**src/rtl/fdcbf_pkg.sv**
```systemverilog
package fdcbf_pkg;

    // default panel width in columns
    localparam int C_COLUMNS = 28;

    localparam int C_WORD_W  = 7;
    localparam int C_BYTE_W  = 8;
    localparam int C_WIDTH_W = 5;
    localparam int C_HEIGHT_W = 3;

    // frame bytes
    localparam logic [7:0] C_BYTE_SOF  = 8'h80;
    localparam logic [7:0] C_BYTE_CMD  = 8'h83;
    localparam logic [7:0] C_BYTE_ADDR = 8'hFF;
    localparam logic [7:0] C_BYTE_EOF  = 8'h8F;
    localparam logic [6:0] C_INV_MASK  = 7'h7F;

    // register indexes on the config port
    localparam logic [1:0] C_REG_WIDTH  = 2'd0;
    localparam logic [1:0] C_REG_HEIGHT = 2'd1;
    localparam logic [1:0] C_REG_INVERT = 2'd2;

    // request kinds
    localparam logic C_REQ_PIXEL = 1'b0;
    localparam logic C_REQ_SEND  = 1'b1;

    typedef enum logic [2:0] {
        S_IDLE,
        S_SOF,
        S_CMD,
        S_ADDR,
        S_COL,
        S_EOF
    } t_state;

    typedef enum logic [2:0] {
        B_SOF,
        B_CMD,
        B_ADDR,
        B_COL,
        B_EOF
    } t_bsel;

    typedef struct packed {
        logic  in_ready;
        logic  pix_we;
        logic  rd_en;
        logic  cnt_clr;
        logic  cnt_inc;
        logic  load;
        t_bsel sel;
    } t_cmd;

    typedef struct packed {
        logic in_valid;
        logic req_send;
        logic out_free;
        logic last_col;
    } t_sts;

endpackage

```
**src/rtl/flipdot_column_buffer_framer_top.sv**
```systemverilog
// writes: a pixel write lands in the store at its accept edge; a send's first byte is
// loaded from S_SOF. throughput: one pixel write per cycle while idle; a send holds the input
// for its accept plus COLUMNS+4 byte loads, one per cycle while the sink keeps tready high,
// so that no later pixel write can change a frame still going out
// reset: synchronous active-low; column store reads as all zeros through per-column
// valid flags, config returns to width 28, height 7, invert off
module flipdot_column_buffer_framer_top #(
    parameter int COLUMNS = fdcbf_pkg::C_COLUMNS
) (
    input  logic        i_clk,
    input  logic        i_rst_n,

    // request stream
    input  logic        s_axis_tvalid,
    output logic        s_axis_tready,
    input  logic [23:0] s_axis_tdata,  // pixel_x[7:0], pixel_y[15:8], pixel_on[16], zero pad
    input  logic        s_axis_tuser,  // req_type: 0 pixel write, 1 send frame

    // frame byte stream
    output logic        m_axis_tvalid,
    input  logic        m_axis_tready,
    output logic [7:0]  m_axis_tdata,  // tx_byte[7:0]
    output logic        m_axis_tlast,  // frame_end

    // config port
    input  logic        psel,
    input  logic        penable,
    input  logic        pwrite,
    input  logic [3:0]  paddr,
    input  logic [31:0] pwdata,
    output logic [31:0] prdata,
    output logic        pready
);

    // config registers
    logic [fdcbf_pkg::C_WIDTH_W-1:0]  r_width;
    logic [fdcbf_pkg::C_HEIGHT_W-1:0] r_height;
    logic                             r_invert;
    logic                             cfg_wr;
    logic [1:0]                       cfg_idx;

    // controller <-> datapath
    fdcbf_pkg::t_cmd cmd;
    fdcbf_pkg::t_sts sts;

    assign pready  = 1'b1;
    assign cfg_idx = paddr[3:2];
    assign cfg_wr  = psel && penable && pwrite;

    always_ff @(posedge i_clk) begin
        if (!i_rst_n) begin
            r_width  <= 5'd28;
            r_height <= 3'd7;
            r_invert <= 1'b0;
        end else if (cfg_wr) begin
            case (cfg_idx)
                fdcbf_pkg::C_REG_WIDTH:  r_width  <= pwdata[fdcbf_pkg::C_WIDTH_W-1:0];
                fdcbf_pkg::C_REG_HEIGHT: r_height <= pwdata[fdcbf_pkg::C_HEIGHT_W-1:0];
                fdcbf_pkg::C_REG_INVERT: r_invert <= pwdata[0];
                default: ;  // unmapped address, write dropped
            endcase
        end
    end

    // read back, unmapped reads as zero
    always_comb begin
        case (cfg_idx)
            fdcbf_pkg::C_REG_WIDTH:  prdata = {27'd0, r_width};
            fdcbf_pkg::C_REG_HEIGHT: prdata = {29'd0, r_height};
            fdcbf_pkg::C_REG_INVERT: prdata = {31'd0, r_invert};
            default:                 prdata = 32'd0;
        endcase
    end

    // sequencer: idle / header bytes / column sweep / closing byte
    fdcbf_ctrl u_ctrl (
        .i_clk   (i_clk),
        .i_rst_n (i_rst_n),
        .i_sts   (sts),
        .o_cmd   (cmd)
    );

    // column store, read prefetch and output register
    fdcbf_dp #(
        .COLUMNS (COLUMNS)
    ) u_dp (
        .i_clk       (i_clk),
        .i_rst_n     (i_rst_n),
        .i_cmd       (cmd),
        .o_sts       (sts),
        .i_in_valid  (s_axis_tvalid),
        .i_req_type  (s_axis_tuser),
        .i_pixel_x   (s_axis_tdata[7:0]),
        .i_pixel_y   (s_axis_tdata[15:8]),
        .i_pixel_on  (s_axis_tdata[16]),
        .i_width     (r_width),
        .i_height    (r_height),
        .i_invert    (r_invert),
        .i_out_ready (m_axis_tready),
        .o_out_valid (m_axis_tvalid),
        .o_tx_byte   (m_axis_tdata),
        .o_frame_end (m_axis_tlast)
    );

    // input is taken only while the sequencer is idle
    assign s_axis_tready = cmd.in_ready;

endmodule

```
**src/rtl/fdcbf_ctrl.sv**
```systemverilog
module fdcbf_ctrl (
    input  logic             i_clk,
    input  logic             i_rst_n,
    input  fdcbf_pkg::t_sts  i_sts,
    output fdcbf_pkg::t_cmd  o_cmd
);

    fdcbf_pkg::t_state r_state;
    fdcbf_pkg::t_state n_state;

    always_ff @(posedge i_clk) begin
        if (!i_rst_n) begin
            r_state <= fdcbf_pkg::S_IDLE;
        end else begin
            r_state <= n_state;
        end
    end

    always_comb begin
        n_state = r_state;
        case (r_state)
            fdcbf_pkg::S_IDLE: begin
                if (i_sts.in_valid && i_sts.req_send) n_state = fdcbf_pkg::S_SOF;
            end
            fdcbf_pkg::S_SOF: begin
                if (i_sts.out_free) n_state = fdcbf_pkg::S_CMD;
            end
            fdcbf_pkg::S_CMD: begin
                if (i_sts.out_free) n_state = fdcbf_pkg::S_ADDR;
            end
            fdcbf_pkg::S_ADDR: begin
                if (i_sts.out_free) n_state = fdcbf_pkg::S_COL;
            end
            fdcbf_pkg::S_COL: begin
                if (i_sts.out_free && i_sts.last_col) n_state = fdcbf_pkg::S_EOF;
            end
            fdcbf_pkg::S_EOF: begin
                if (i_sts.out_free) n_state = fdcbf_pkg::S_IDLE;
            end
            default: n_state = fdcbf_pkg::S_IDLE;
        endcase
    end

    always_comb begin
        o_cmd          = '0;
        o_cmd.sel      = fdcbf_pkg::B_SOF;
        case (r_state)
            fdcbf_pkg::S_IDLE: begin
                o_cmd.in_ready = 1'b1;
                o_cmd.pix_we   = i_sts.in_valid && !i_sts.req_send;
                // prefetch column 0 while the header goes out
                o_cmd.rd_en    = i_sts.in_valid && i_sts.req_send;
                o_cmd.cnt_clr  = i_sts.in_valid && i_sts.req_send;
            end
            fdcbf_pkg::S_SOF: begin
                o_cmd.load = i_sts.out_free;
                o_cmd.sel  = fdcbf_pkg::B_SOF;
            end
            fdcbf_pkg::S_CMD: begin
                o_cmd.load = i_sts.out_free;
                o_cmd.sel  = fdcbf_pkg::B_CMD;
            end
            fdcbf_pkg::S_ADDR: begin
                o_cmd.load = i_sts.out_free;
                o_cmd.sel  = fdcbf_pkg::B_ADDR;
            end
            fdcbf_pkg::S_COL: begin
                o_cmd.load    = i_sts.out_free;
                o_cmd.sel     = fdcbf_pkg::B_COL;
                o_cmd.cnt_inc = i_sts.out_free && !i_sts.last_col;
                o_cmd.rd_en   = i_sts.out_free && !i_sts.last_col;
            end
            fdcbf_pkg::S_EOF: begin
                o_cmd.load = i_sts.out_free;
                o_cmd.sel  = fdcbf_pkg::B_EOF;
            end
            default: o_cmd = '0;
        endcase
    end

endmodule

```
**src/rtl/fdcbf_dp.sv**
```systemverilog
module fdcbf_dp #(
    parameter int COLUMNS = fdcbf_pkg::C_COLUMNS
) (
    input  logic                               i_clk,
    input  logic                               i_rst_n,
    input  fdcbf_pkg::t_cmd                    i_cmd,
    output fdcbf_pkg::t_sts                    o_sts,
    input  logic                               i_in_valid,
    input  logic                               i_req_type,
    input  logic [7:0]                         i_pixel_x,
    input  logic [7:0]                         i_pixel_y,
    input  logic                               i_pixel_on,
    input  logic [fdcbf_pkg::C_WIDTH_W-1:0]    i_width,
    input  logic [fdcbf_pkg::C_HEIGHT_W-1:0]   i_height,
    input  logic                               i_invert,
    input  logic                               i_out_ready,
    output logic                               o_out_valid,
    output logic [fdcbf_pkg::C_BYTE_W-1:0]     o_tx_byte,
    output logic                               o_frame_end
);

    localparam int AW = (COLUMNS > 1) ? $clog2(COLUMNS) : 1;
    localparam logic [AW-1:0] LAST_COL = AW'(COLUMNS - 1);
    localparam logic [6:0]    COLS_7   = 7'(COLUMNS);

    logic [fdcbf_pkg::C_WORD_W-1:0] r_mem [COLUMNS];
    logic [COLUMNS-1:0]             r_vld;

    logic [AW-1:0]                  r_cnt;
    logic [fdcbf_pkg::C_WORD_W-1:0] r_rd_word;
    logic                           r_rd_vld;
    logic                           r_out_valid;
    logic [fdcbf_pkg::C_BYTE_W-1:0] r_out_byte;
    logic                           r_out_end;

    logic                           hit;
    logic                           wr_en;
    logic [AW-1:0]                  wr_addr;
    logic [2:0]                     wr_row;
    logic [AW-1:0]                  rd_addr;
    logic                           out_free;
    logic [fdcbf_pkg::C_WORD_W-1:0] col_word;
    logic [fdcbf_pkg::C_BYTE_W-1:0] n_out_byte;

    // pixel clipping: non-negative and inside both configured and physical limits
    assign hit = !i_pixel_x[7] && !i_pixel_y[7]
              && (i_pixel_x[6:0] < {2'b00, i_width})
              && (i_pixel_x[6:0] < COLS_7)
              && (i_pixel_y[6:0] < {4'b0000, i_height});

    assign wr_en   = i_cmd.pix_we && hit;
    assign wr_addr = i_pixel_x[AW-1:0];
    assign wr_row  = i_pixel_y[2:0];

    // column store; a column not yet written takes zeros in its other rows
    always_ff @(posedge i_clk) begin
        if (wr_en) begin
            for (int b = 0; b < fdcbf_pkg::C_WORD_W; b++) begin
                if (!r_vld[wr_addr] || (wr_row == 3'(b))) begin
                    r_mem[wr_addr][b] <= (wr_row == 3'(b)) ? i_pixel_on : 1'b0;
                end
            end
        end
    end

    always_ff @(posedge i_clk) begin
        if (!i_rst_n) begin
            r_vld <= '0;
        end else if (wr_en) begin
            r_vld[wr_addr] <= 1'b1;
        end
    end

    assign rd_addr = i_cmd.cnt_clr ? '0 : r_cnt + AW'(1);

    always_ff @(posedge i_clk) begin
        if (i_cmd.rd_en) begin
            r_rd_word <= r_mem[rd_addr];
            r_rd_vld  <= r_vld[rd_addr];
        end
    end

    always_ff @(posedge i_clk) begin
        if (i_cmd.cnt_clr) begin
            r_cnt <= '0;
        end else if (i_cmd.cnt_inc) begin
            r_cnt <= r_cnt + AW'(1);
        end
    end

    assign col_word = (r_rd_vld ? r_rd_word : '0) ^ (i_invert ? fdcbf_pkg::C_INV_MASK : '0);

    always_comb begin
        case (i_cmd.sel)
            fdcbf_pkg::B_SOF:  n_out_byte = fdcbf_pkg::C_BYTE_SOF;
            fdcbf_pkg::B_CMD:  n_out_byte = fdcbf_pkg::C_BYTE_CMD;
            fdcbf_pkg::B_ADDR: n_out_byte = fdcbf_pkg::C_BYTE_ADDR;
            fdcbf_pkg::B_COL:  n_out_byte = {1'b0, col_word};
            fdcbf_pkg::B_EOF:  n_out_byte = fdcbf_pkg::C_BYTE_EOF;
            default:           n_out_byte = fdcbf_pkg::C_BYTE_EOF;
        endcase
    end

    assign out_free = !r_out_valid || i_out_ready;

    always_ff @(posedge i_clk) begin
        if (!i_rst_n) begin
            r_out_valid <= 1'b0;
        end else if (i_cmd.load) begin
            r_out_valid <= 1'b1;
        end else if (i_out_ready) begin
            r_out_valid <= 1'b0;
        end
    end

    always_ff @(posedge i_clk) begin
        if (i_cmd.load) begin
            r_out_byte <= n_out_byte;
            r_out_end  <= (i_cmd.sel == fdcbf_pkg::B_EOF);
        end
    end

    assign o_sts.in_valid = i_in_valid;
    assign o_sts.req_send = (i_req_type == fdcbf_pkg::C_REQ_SEND);
    assign o_sts.out_free = out_free;
    assign o_sts.last_col = (r_cnt == LAST_COL);

    assign o_out_valid = r_out_valid;
    assign o_tx_byte   = r_out_byte;
    assign o_frame_end = r_out_end;

endmodule
```
**config.mk**
```make
export PLATFORM = sky130hd
export DESIGN_NAME = flipdot_column_buffer_framer_top
export DESIGN_NICKNAME = d
export VERILOG_FILES = /design/src/rtl/fdcbf_pkg.sv /design/src/rtl/flipdot_column_buffer_framer_top.sv /design/src/rtl/fdcbf_ctrl.sv /design/src/rtl/fdcbf_dp.sv
export SDC_FILE = /design/constraint.sdc
export NUM_CORES = 1
export LEC_CHECK = 0
export BUFFER_PORTS_ARGS = -buffer_cell sky130_fd_sc_hd__buf_4
export CORE_ASPECT_RATIO = 0.7
export CORE_MARGIN = 10
export CORE_UTILIZATION = 35
export DETAILED_ROUTE_END_ITERATION = 8
export PLACE_DENSITY_LB_ADDON = 0.05
export SLEW_MARGIN = 25
export SYNTH_ARGS = -nofsm -noshare
export SYNTH_HDL_FRONTEND = slang
export SYNTH_SLANG_ARGS = --single-unit
```
**constraint.sdc**
```tcl
create_clock -name i_clk -period 2.9 [get_ports i_clk]
set_input_delay 0.29 -clock i_clk [delete_from_list [all_inputs] [get_ports i_clk]]
set_output_delay 0.29 -clock i_clk [all_outputs]
set_load 0.1 [all_outputs]
```
==> results of run 1 <==
-- Yosys cell counts (all sizes together), types with 3 or more instances --
master	number
a2111oi	5
a21boi	12
a21oi	46
a22oi	8
a31oi	10
and2	5
and3	4
buf	74
clkbuf	25
dfxtp	46
edfxtp	213
ha	7
inv	25
mux2i	30
mux4	34
nand2	107
nand2b	7
nand3	21
nand3b	3
nand4	3
nor2	232
nor2b	29
nor3	18
nor3b	7
nor4	5
o211ai	8
o21ai	31
o221ai	3
o22ai	3
o311ai	3
xnor2	10
xor2	7
-- kinds of logic after synthesis --
group                      synth area share, %
muxes                                     8.77
DFF                                       58.8
xor gates and xnor gates                  1.26
AOI/OAI and AO/OA                         8.69
buffers and inverters                     5.68
other                                   0.0603
adders and majority gates                0.703
and+or+nand+nor                           16.1
-- timing repair --
action	CTS	global route
hold buffers	5	0
hold endpoints to repair	7	0
setup endpoints to repair	0	1
gates resized for setup	0	1
-- final cells by class --
cell class | instances | share of cell area (%)
flip-flops and latches | 259 | 50.3
multi-input cells | 724 | 31.5
inverters | 25 | 0.645
repair buffers | 121 | 7.45
diodes | 1 | 0.0172
clock buffers | 34 | 4.96
well taps | 472 | 4.06
clock inverters | 16 | 1.06
-- sequential cells by signal, summed over array words and instances (netlist names) --
register,count
r_invert,1
u_dp.r_mem,196
u_dp.r_rd_word,7
u_dp.r_rd_vld,1
u_dp.o_out_valid,1
u_ctrl.r_state,3
u_dp.r_cnt,5
r_height,3
u_dp.r_vld,28
u_dp.o_frame_end,1
u_dp.o_tx_byte,8
r_width,5
-- routing by layer --
metal  up-vias  global-route usage [%]
li1       3976                       -
met2       203                    24.9
met3        44                    2.99
met4         0                    3.26
met5         -                       0
met1      4324                    26.9
-- report_power, final --
group	internal [mW]	switching, mW	total [mW]
sequential	4.20	0.0704	4.27
combinational	1.09	2.26	3.35
clock	2.02	1.51	3.53
-- through the flow --
stage	util (%)	cells	hold WS, ns
after detailed placement	39.0	1596	0.456
after global routing	41.7	1651	0.138
after CTS	41.7	1651	0.112
final	41.7	1652	0.126
after floorplan	-	1107	0.415
after global placement	39.0	1596	0.455
-- worst max-delay path by stage --
stage                        endpoint  depth (start not counted)       startpoint
finish              u_dp.r_rd_word[6]                          9    u_dp.r_cnt[0]
global route        u_dp.r_rd_word[1]                          8    u_dp.r_cnt[0]
CTS                 u_dp.r_rd_word[6]                          9    u_dp.r_cnt[0]
detailed placement  u_dp.r_mem[24][0]                          9  s_axis_tdata[2]
global placement    u_dp.r_mem[18][2]                          9  s_axis_tdata[2]
floorplan                   prdata[3]                          2         paddr[3]
==> results.json, run 1 <==
{
  "crit_required_ns": 3.18,
  "start_kind": "flip-flop",
  "grt_pass1_vias": 8399,
  "core_area_um2": 34900,
  "min_to": "r_width[4]",
  "ant_nets": 0,
  "row_count": 57,
  "die-area_um2": 43600,
  "ios": 112,
  "avgViaCountPerCell": 5.17,
  "hold_viol": 0,
  "ys_warn_count": 0,
  "synth_cells": 1081,
  "cp.arrival_ns": 3.01,
  "power.leakage_nw": 5.50,
  "path_clk_slew_ns": 0.07,
  "gr-usage-all-layers_pct": 17.4,
  "hold_path_class": "in -> reg",
  "wl_met1_um": 19600,
  "synthFlopType": "edfxtp_1",
  "drv_cap": 0,
  "ctsLongestPathBuffers": 3,
  "preCtsSetupSlack_ns": 0.145,
  "synth_top_area_share_pct": 51.4,
  "most-common-layout-cells": "nor2_1, edfxtp_1, nand2_1",
  "num_vias": 8547,
  "synth-edff-count": 213,
  "initial_core_util_pct": 35.7,
  "yosys.area.top_type": "edfxtp_1",
  "avgSynthCellArea_um2": 11.5,
  "finalCritPeriodShare_pct": 94.2,
  "worstReg2RegStart": "u_dp.r_cnt[0]",
  "max_slew_margin_pct": 46.9,
  "fin_area_um2": 14500,
  "total_power_mw": 11.2,
  "cpMaxStageDelayCell": "a2111oi_0",
  "area_growth_pct": 16.8,
  "dr.first_iter.drc_count": 735,
  "powerDensity_nw_per_um2": 767,
  "cts_buffers": 27,
  "crit_top_cell": "buf_4",
  "seq_area_um2": 7320,
  "reg2reg_to": "u_dp.r_rd_word[6]",
  "status": "finished, final reports clean",
  "final_common_cell": "nor2_1",
  "wl_per_cell_um": 23.1,
  "maxSlewViolCount": 0,
  "worst_setup_path_end_kind": "flip-flop",
  "yosysUniqueCellTypes": 73,
  "synthTopCellsByArea": "edfxtp_1, dfxtp_1, nor2_1, mux4_2, nand2_1",
  "antenna_found_initial": 0,
  "die_w_um": 245,
  "routabilityCongestion": 0.817,
  "peakVddDrop_uv": 452,
  "ys_ff_latch": 259,
  "worstMarginPinSlew_ns": 0.795,
  "drc": 0,
  "critPathMaxFanout": 10,
  "path_cells": "ha_2 -> buf_4 -> and2_1 -> a2111oi_0 -> buf_4 -> nor3_1 -> o21ai_0 -> buf_4 -> a22oi_1",
  "reg2reg_slack_ns": 0.17,
  "clkSinkCount": 259,
  "min-delay-start": "i_rst_n",
  "grt_pass1_wl_um": 57000,
  "setup_tns_ns": 0,
  "grt_max_degree": 84,
  "cts_setup_buffers": 0,
  "clkLatencyLatePin_ns": 0.56,
  "wl_met3_um": 1990,
  "ff2ff_path_depth": 9,
  "hold_depth": 2,
  "cp_num_buf_inv": 3,
  "skew_ns": 0.0215,
  "dpl-instance-area_um2": 13600,
  "maxUsedRoutingLayer": "met4",
  "crit_type": "reg -> reg",
  "synth-async-reset-ratio_pct": 0,
  "final_nets": 1233,
  "htree_levels": 1,
  "clock.fmax_ghz": 0.366,
  "clockRootBuffer": "clkbuf_16",
  "finalWorstSetupSlack_ns": 0.170,
  "finalCriticalPeriod_ns": 2.73,
  "wl_um": 38200,
  "dr_wl_met2_um": 15900,
  "mappedNetlistArea_um2": 12500,
  "ys_seq_area_share_pct": 58.8,
  "multi_input_area_um2": 4580,
  "die_h_um": 178,
  "port_buffers": 47,
  "cp_top_family": "compound AO/OA/AOI/OAI gates",
  "rsz0062_at_grt": "false",
  "dp_hpwl_um": 25500,
  "cts_tree": "built",
  "finalSetupViolations": 0,
  "drive_gt1_share_pct": 18.7,
  "drtPass1Iterations": 5,
  "grt_overflow": 0,
  "slowest_delay_ns": 0.43,
  "nFillCells": 3445
}
(Power assumes the default switching activity.)
==> inputs of run 2 (changes only) <==
- ABC_AREA: unset -> 1
==> results.json, run 2 <==
{
  "avgViaCountPerCell": 5.24,
  "synth-edff-count": 213,
  "most-common-layout-cells": "a21oi_1, nand2_1, edfxtp_1",
  "finalWorstSetupSlack_ns": 0.269,
  "rsz0062_at_grt": "false",
  "finalCriticalPeriod_ns": 2.63,
  "worstMarginPinSlew_ns": 0.784,
  "powerDensity_nw_per_um2": 976,
  "hold_viol": 0,
  "crit_type": "reg -> reg",
  "worst_setup_path_end_kind": "flip-flop",
  "status": "finished, final reports clean",
  "die-area_um2": 46500,
  "grt_max_degree": 49,
  "reg2reg_slack_ns": 0.27,
  "grt_pass1_vias": 10300,
  "wl_per_cell_um": 21.1,
  "mappedNetlistArea_um2": 13400,
  "clock.fmax_ghz": 0.380,
  "ant_nets": 0,
  "final_common_cell": "a21oi_1",
  "largest_reg_flops": 196,
  "fin_area_um2": 15300,
  "synth_commonest_cells": "a21oi_1, nand2_1, edfxtp_1",
  "drtPass1Iterations": 5,
  "crit_required_ns": 3.16,
  "start_kind": "flip-flop",
  "antenna_found_initial": 0,
  "gr-usage-all-layers_pct": 18.3,
  "dp_hpwl_um": 28300,
  "initial_core_util_pct": 35.7,
  "ios": 112,
  "grt_overflow": 0,
  "synthFlopType": "edfxtp_1",
  "worstReg2RegStart": "r_height[2]",
  "synth_top_area_share_pct": 47.9,
  "synth_cells": 1509,
  "power.leakage_nw": 6.22,
  "row_count": 59,
  "maxSlewViolCount": 0,
  "ys_ff_latch": 259,
  "die_w_um": 254,
  "wl_um": 43500,
  "synth_most_common_cell": "a21oi_1",
  "preCtsSetupSlack_ns": 0.200,
  "yosys.area.top_type": "edfxtp_1",
  "clkLatencyLatePin_ns": 0.56,
  "final_nets": 1629,
  "hold_depth": 3,
  "largest-register": "u_dp.r_mem",
  "avgSynthCellArea_um2": 8.85,
  "drc": 0,
  "path_clk_slew_ns": 0.06,
  "finalSetupViolations": 0,
  "cp.arrival_ns": 2.89,
  "min-delay-start": "m_axis_tready",
  "synthTopCellsByArea": "edfxtp_1, a21oi_1, dfxtp_1, nand2_1, nand3_1",
  "drv_cap": 0,
  "die_h_um": 183,
  "critPathMaxFanout": 7,
  "ctsResizeCount": 0,
  "cts_buffers": 29,
  "setup_tns_ns": 0,
  "clkSinkCount": 259,
  "skew_ns": 0.0123,
  "ff2ff_path_depth": 12,
  "core_area_um2": 37400,
  "min_to": "u_dp.o_out_valid",
  "yosysUniqueCellTypes": 38,
  "drive_gt1_share_pct": 13.6,
  "grt_pass1_wl_um": 65500,
  "num_vias": 10800,
  "cts_tree": "built",
  "reg2reg_to": "u_dp.r_mem[23][0]",
  "hold_path_class": "in -> reg",
  "htree_levels": 1,
  "routabilityCongestion": 0.796,
  "final_util_pct": 41.0,
  "peakVddDrop_uv": 706,
  "clockRootBuffer": "clkbuf_16",
  "antennaDiodeCount": 0,
  "ys_seq_area_share_pct": 54.8,
  "ys_warn_count": 0,
  "max_slew_margin_pct": 47.5,
  "startpoint": "r_height[2]",
  "synth-async-reset-ratio_pct": 0,
  "ctsLongestPathBuffers": 3,
  "port_buffers": 47,
  "dr.first_iter.drc_count": 807,
  "area_growth_pct": 14.7,
  "dpl-instance-area_um2": 14400,
  "finalCritPeriodShare_pct": 90.7
}
==> run 2: cell count changes in the layout (fill, tap and decap cells not counted), sizes merged, moves of 37 or more <==
cell | previous run | this run
nor2 | 232 | 177
nand2 | 107 | 230
nand3b | 3 | 40
a21oi | 46 | 234
inv | 26 | 128
nand3 | 21 | 153
==> run 2: layout make-up <==
type | instances | area [um2]
Inverter | 128 | 483
Multi-Input combinational cell | 1016 | 4990
Timing Repair Buffer | 120 | 1030
Clock inverter | 16 | 123
Clock buffer | 37 | 776
Sequential cell | 259 | 7320
Fill cell | 3827 | 22100
Tap cell | 488 | 611
==> run 2: per-stage QoR <==
stage	instances	hold WS, ns	power [mW]
2_1_floorplan	1535	0.420	8.85
3_3_place_gp	2006	0.464	11.5
3_5_place_dp	2006	0.465	11.5
4_1_cts	2064	0.00779	15.1
5_1_grt	2064	0.0511	15.9
6_report	2064	0.0296	15.0
==> run 2: how the worst max path moves through the flow <==
stage                   endpoint  slack, ns  depth (start not counted)
6_report       u_dp.r_mem[23][0]       0.27                         12
5_1_grt        u_dp.r_mem[23][0]       0.05                         12
4_1_cts        u_dp.r_mem[23][5]       0.27                         12
3_5_place_dp   u_dp.r_mem[23][0]       0.20                         11
3_3_place_gp   u_dp.r_mem[23][0]       0.23                         11
2_1_floorplan          prdata[0]       0.37                          3
==> run 2: worst max-delay path: stages (launching register included) <==
cell and delay [ns]:
dfxtp_1 0.30, inv_1 0.08, ha_1 0.24, nor2_1 0.11, nand2_1 0.07, nor2_1 0.12
nand3_1 0.09, nor2_1 0.10, nand2_1 0.15, nor2_2 0.35, buf_4 0.19, nand2_1 0.27
a21oi_1 0.25
==> run 2: logic make-up after synthesis <==
family / synth area share, %
adders and majority gates: 0.656
other: 0.0562
and+or+nand+nor: 22.7
AOI/OAI and AO/OA: 12.4
buffers and inverters: 8.91
DFF: 54.8
xor gates and xnor gates: 0.515
==> run 2: timing repair <==
action                                 in CTS  in global routing
hold buffers                                5                  0
buffers inserted                            0                  0
endpoints found under the hold margin       8                  0
==> run 2: power by group <==
group / total [mW] / leakage (nW) / switching (mW) / internal (mW)
sequential: 4.44 / 2.35 / 0.132 / 4.31
clock: 3.57 / 0.448 / 1.52 / 2.05
combinational: 6.95 / 3.42 / 5.00 / 1.95
==> run 2: per-layer routing <==
| metal | global-route usage (%) | vias to the layer above | share of wire (%) | wire [um] |
|---|---|---|---|---|
| met4 | 2.96 | 0 | 1.3 | 585 |
| li1 | - | 5228 | - | - |
| met2 | 28.0 | 248 | 44 | 18900 |
| met1 | 27.6 | 5295 | 51 | 22000 |
| met5 | 0 | - | 0 | 0 |
| met3 | 2.13 | 43 | 4.5 | 1970 |
==> inputs of run 3 (changes only) <==
- SYNTH_HIERARCHICAL: unset -> 1
==> results.json, run 3 <==
{
  "status": "finished, final reports clean",
  "routabilityCongestion": 0.804,
  "num_vias": 11500,
  "grt_pass1_wl_um": 67400,
  "hold_path_class": "in -> reg",
  "startpoint": "u_ctrl/r_state[1]",
  "path_clk_slew_ns": 0.06,
  "crit_required_ns": 3.16,
  "ys_seq_area_share_pct": 52.3,
  "powerDensity_nw_per_um2": 907,
  "worstMarginPinSlew_ns": 0.811,
  "dpl-instance-area_um2": 15200,
  "die_h_um": 187,
  "final_nets": 1807,
  "drc": 0,
  "cts_setup_buffers": 0,
  "finalCriticalPeriod_ns": 2.56,
  "endpoint": "u_dp/r_mem[19][3]",
  "cts_tree": "built",
  "yosysUniqueCellTypes": 38,
  "die_w_um": 259,
  "grt_overflow": 0,
  "finalCritPeriodShare_pct": 88.2,
  "worstReg2RegStart": "u_ctrl/r_state[1]",
  "htree_levels": 1,
  "wl_per_cell_um": 19.7,
  "synth_top_area_share_pct": 45.7,
  "setup_tns_ns": 0,
  "slowest_delay_ns": 0.37,
  "largest-register": "u_dp/r_mem",
  "cpMaxStageDelayCell": "dfxtp_1",
  "drtPass1Iterations": 5,
  "initial_core_util_pct": 35.3,
  "clkSinkCount": 259,
  "avgSynthCellArea_um2": 8.35,
  "ant_nets": 0,
  "synth_cells": 1676,
  "grt_pass1_vias": 10600,
  "cp.arrival_ns": 2.82,
  "crit_type": "reg -> reg",
  "core_area_um2": 39600,
  "final_common_cell": "nand2_1",
  "fin_area_um2": 16100,
  "ctsLongestPathBuffers": 3,
  "most-common-layout-cells": "nand2_1, a21oi_1, inv_1",
  "path_cells": "nor2_2 -> nand2_1 -> buf_4 -> inv_2 -> nand2_1 -> nor2_1 -> nand2_1 -> nor2_1 -> nand3_1 -> nor2_4 -> buf_12 -> nand4_1 -> a21oi_1",
  "wl_um": 45100,
  "reg2reg_to": "u_dp/r_mem[19][3]",
  "dp_hpwl_um": 28600,
  "port_buffers": 47,
  "synthTopCellsByArea": "edfxtp_1, nand2_1, a21oi_1, nand3_1, dfxtp_1",
  "cts_buffers": 29,
  "hold_viol": 0,
  "finalSetupViolations": 0,
  "reg2reg_slack_ns": 0.34,
  "hold_depth": 2,
  "skew_ns": 0.0170,
  "synth_commonest_cells": "nand2_1, a21oi_1, inv_1",
  "drv_cap": 0,
  "synth_most_common_cell": "nand2_1",
  "yosys.area.top_type": "edfxtp_1",
  "ctsResizeCount": 0,
  "antenna_found_initial": 0,
  "gr-usage-all-layers_pct": 18.0,
  "drive_gt1_share_pct": 12.4,
  "max_slew_margin_pct": 45.9,
  "maxSlewViolCount": 0,
  "clock.fmax_ghz": 0.391,
  "row_count": 61,
  "synth-async-reset-ratio_pct": 0,
  "ff2ff_path_depth": 13,
  "dr.first_iter.drc_count": 924,
  "peakVddDrop_uv": 606,
  "worst_setup_path_end_kind": "flip-flop",
  "crit_top_cell": "nand2_1",
  "ios": 112,
  "grt_max_degree": 64,
  "critPathMaxFanout": 34,
  "ys_warn_count": 6,
  "synthFlopType": "edfxtp_1",
  "largest_reg_flops": 196,
  "rsz0062_at_grt": "false",
  "die-area_um2": 48500,
  "synth-edff-count": 213,
  "clkLatencyLatePin_ns": 0.57,
  "clockRootBuffer": "clkbuf_16",
  "mappedNetlistArea_um2": 14000,
  "ys_ff_latch": 259,
  "start_kind": "flip-flop",
  "area_growth_pct": 15.3,
  "power.leakage_nw": 6.96,
  "avgViaCountPerCell": 5.01
}
-- run 3: cell types whose count changed in the layout (fill, tap and decap cells not counted), sizes merged, moves of 14 or more --
cell    previous run  this run
nor2             177        80
or2               23         9
nand2            230       372
nand3b            40         0
a21oi            234       251
buf              115       129
nand3            153       209
inv              128       228
o22ai             16         2
-- run 3: worst min path at each step --
stage,from,end,slack (ns)
2_1_floorplan,i_rst_n,u_ctrl/r_state[1],0.42
3_3_place_gp,u_dp/r_vld[24],u_dp/r_vld[24],0.45
3_5_place_dp,u_dp/r_vld[24],u_dp/r_vld[24],0.46
4_1_cts,i_rst_n,r_height[0],0.0006
5_1_grt,i_rst_n,r_height[2],0.02
6_report,i_rst_n,r_height[0],0.02
-- run 3: kinds of logic (layout without fill, tap and decap cells) --
kind of cell,count (synthesis),count (layout),synth area share (%)
AND/OR/NAND/NOR,708,708,22.3
buffers and inverters,365,418,12.0
AO/OA/AOI/OAI,331,331,12.5
flip-flops,259,259,52.3
adder cells (fa/ha/maj),7,7,0.626
XOR/XNOR,4,4,0.251
other,2,29,0.0537
-- run 3: timing repair --
item / CTS / global route
hold buffers: 8 / 0
hold endpoints to repair: 6 / 0
setup endpoints to repair: 0 / 0
-- run 3: routing by layer --
layer / GRT usage, % / vias up / wire length (um)
met5: 0 / - / 0
met4: 3.07 / 0 / 634
met3: 2.41 / 39 / 2330
met2: 26.5 / 264 / 19400
met1: 27.5 / 5524 / 22800
li1: - / 5660 / -
-- run 3: layout make-up --
| class | instances | area [um2] |
|---|---|---|
| fillers | 4043 | 23500 |
| flip-flops and latches | 259 | 7320 |
| multi-input cells | 1078 | 5160 |
| repair buffers | 137 | 1260 |
| inverters | 227 | 852 |
| clock buffers | 38 | 759 |
| well taps | 535 | 669 |
| clock inverters | 16 | 104 |
| diodes | 1 | 2.50 |
-- run 3: power breakdown --
group | switching, mW | internal (mW) | leakage (nW)
clock | 1.57 | 1.93 | 0.426
sequential | 0.140 | 4.30 | 2.35
combinational | 4.78 | 1.91 | 4.19
-- run 3: worst max-delay path: cells and delay by family (launching register included) --
family | cells | cell delay (ns)
compound gates | 1 | 0.25
buf+inv | 3 | 0.42
flops | 1 | 0.37
simple gates | 9 | 1.22
-- run 3: per-stage QoR --
step	utilization, %	hold slack, ns	total power [mW]	cells	setup slack [ns]
floorplan	-	0.416	8.63	1702	0.361
global route	40.7	0.0181	15.5	2290	0.0413
finish	40.7	0.0174	14.6	2291	0.343
detailed placement	38.3	0.457	11.2	2228	0.300
CTS	40.7	0.000566	14.8	2290	0.282
global placement	38.3	0.449	11.2	2228	0.308
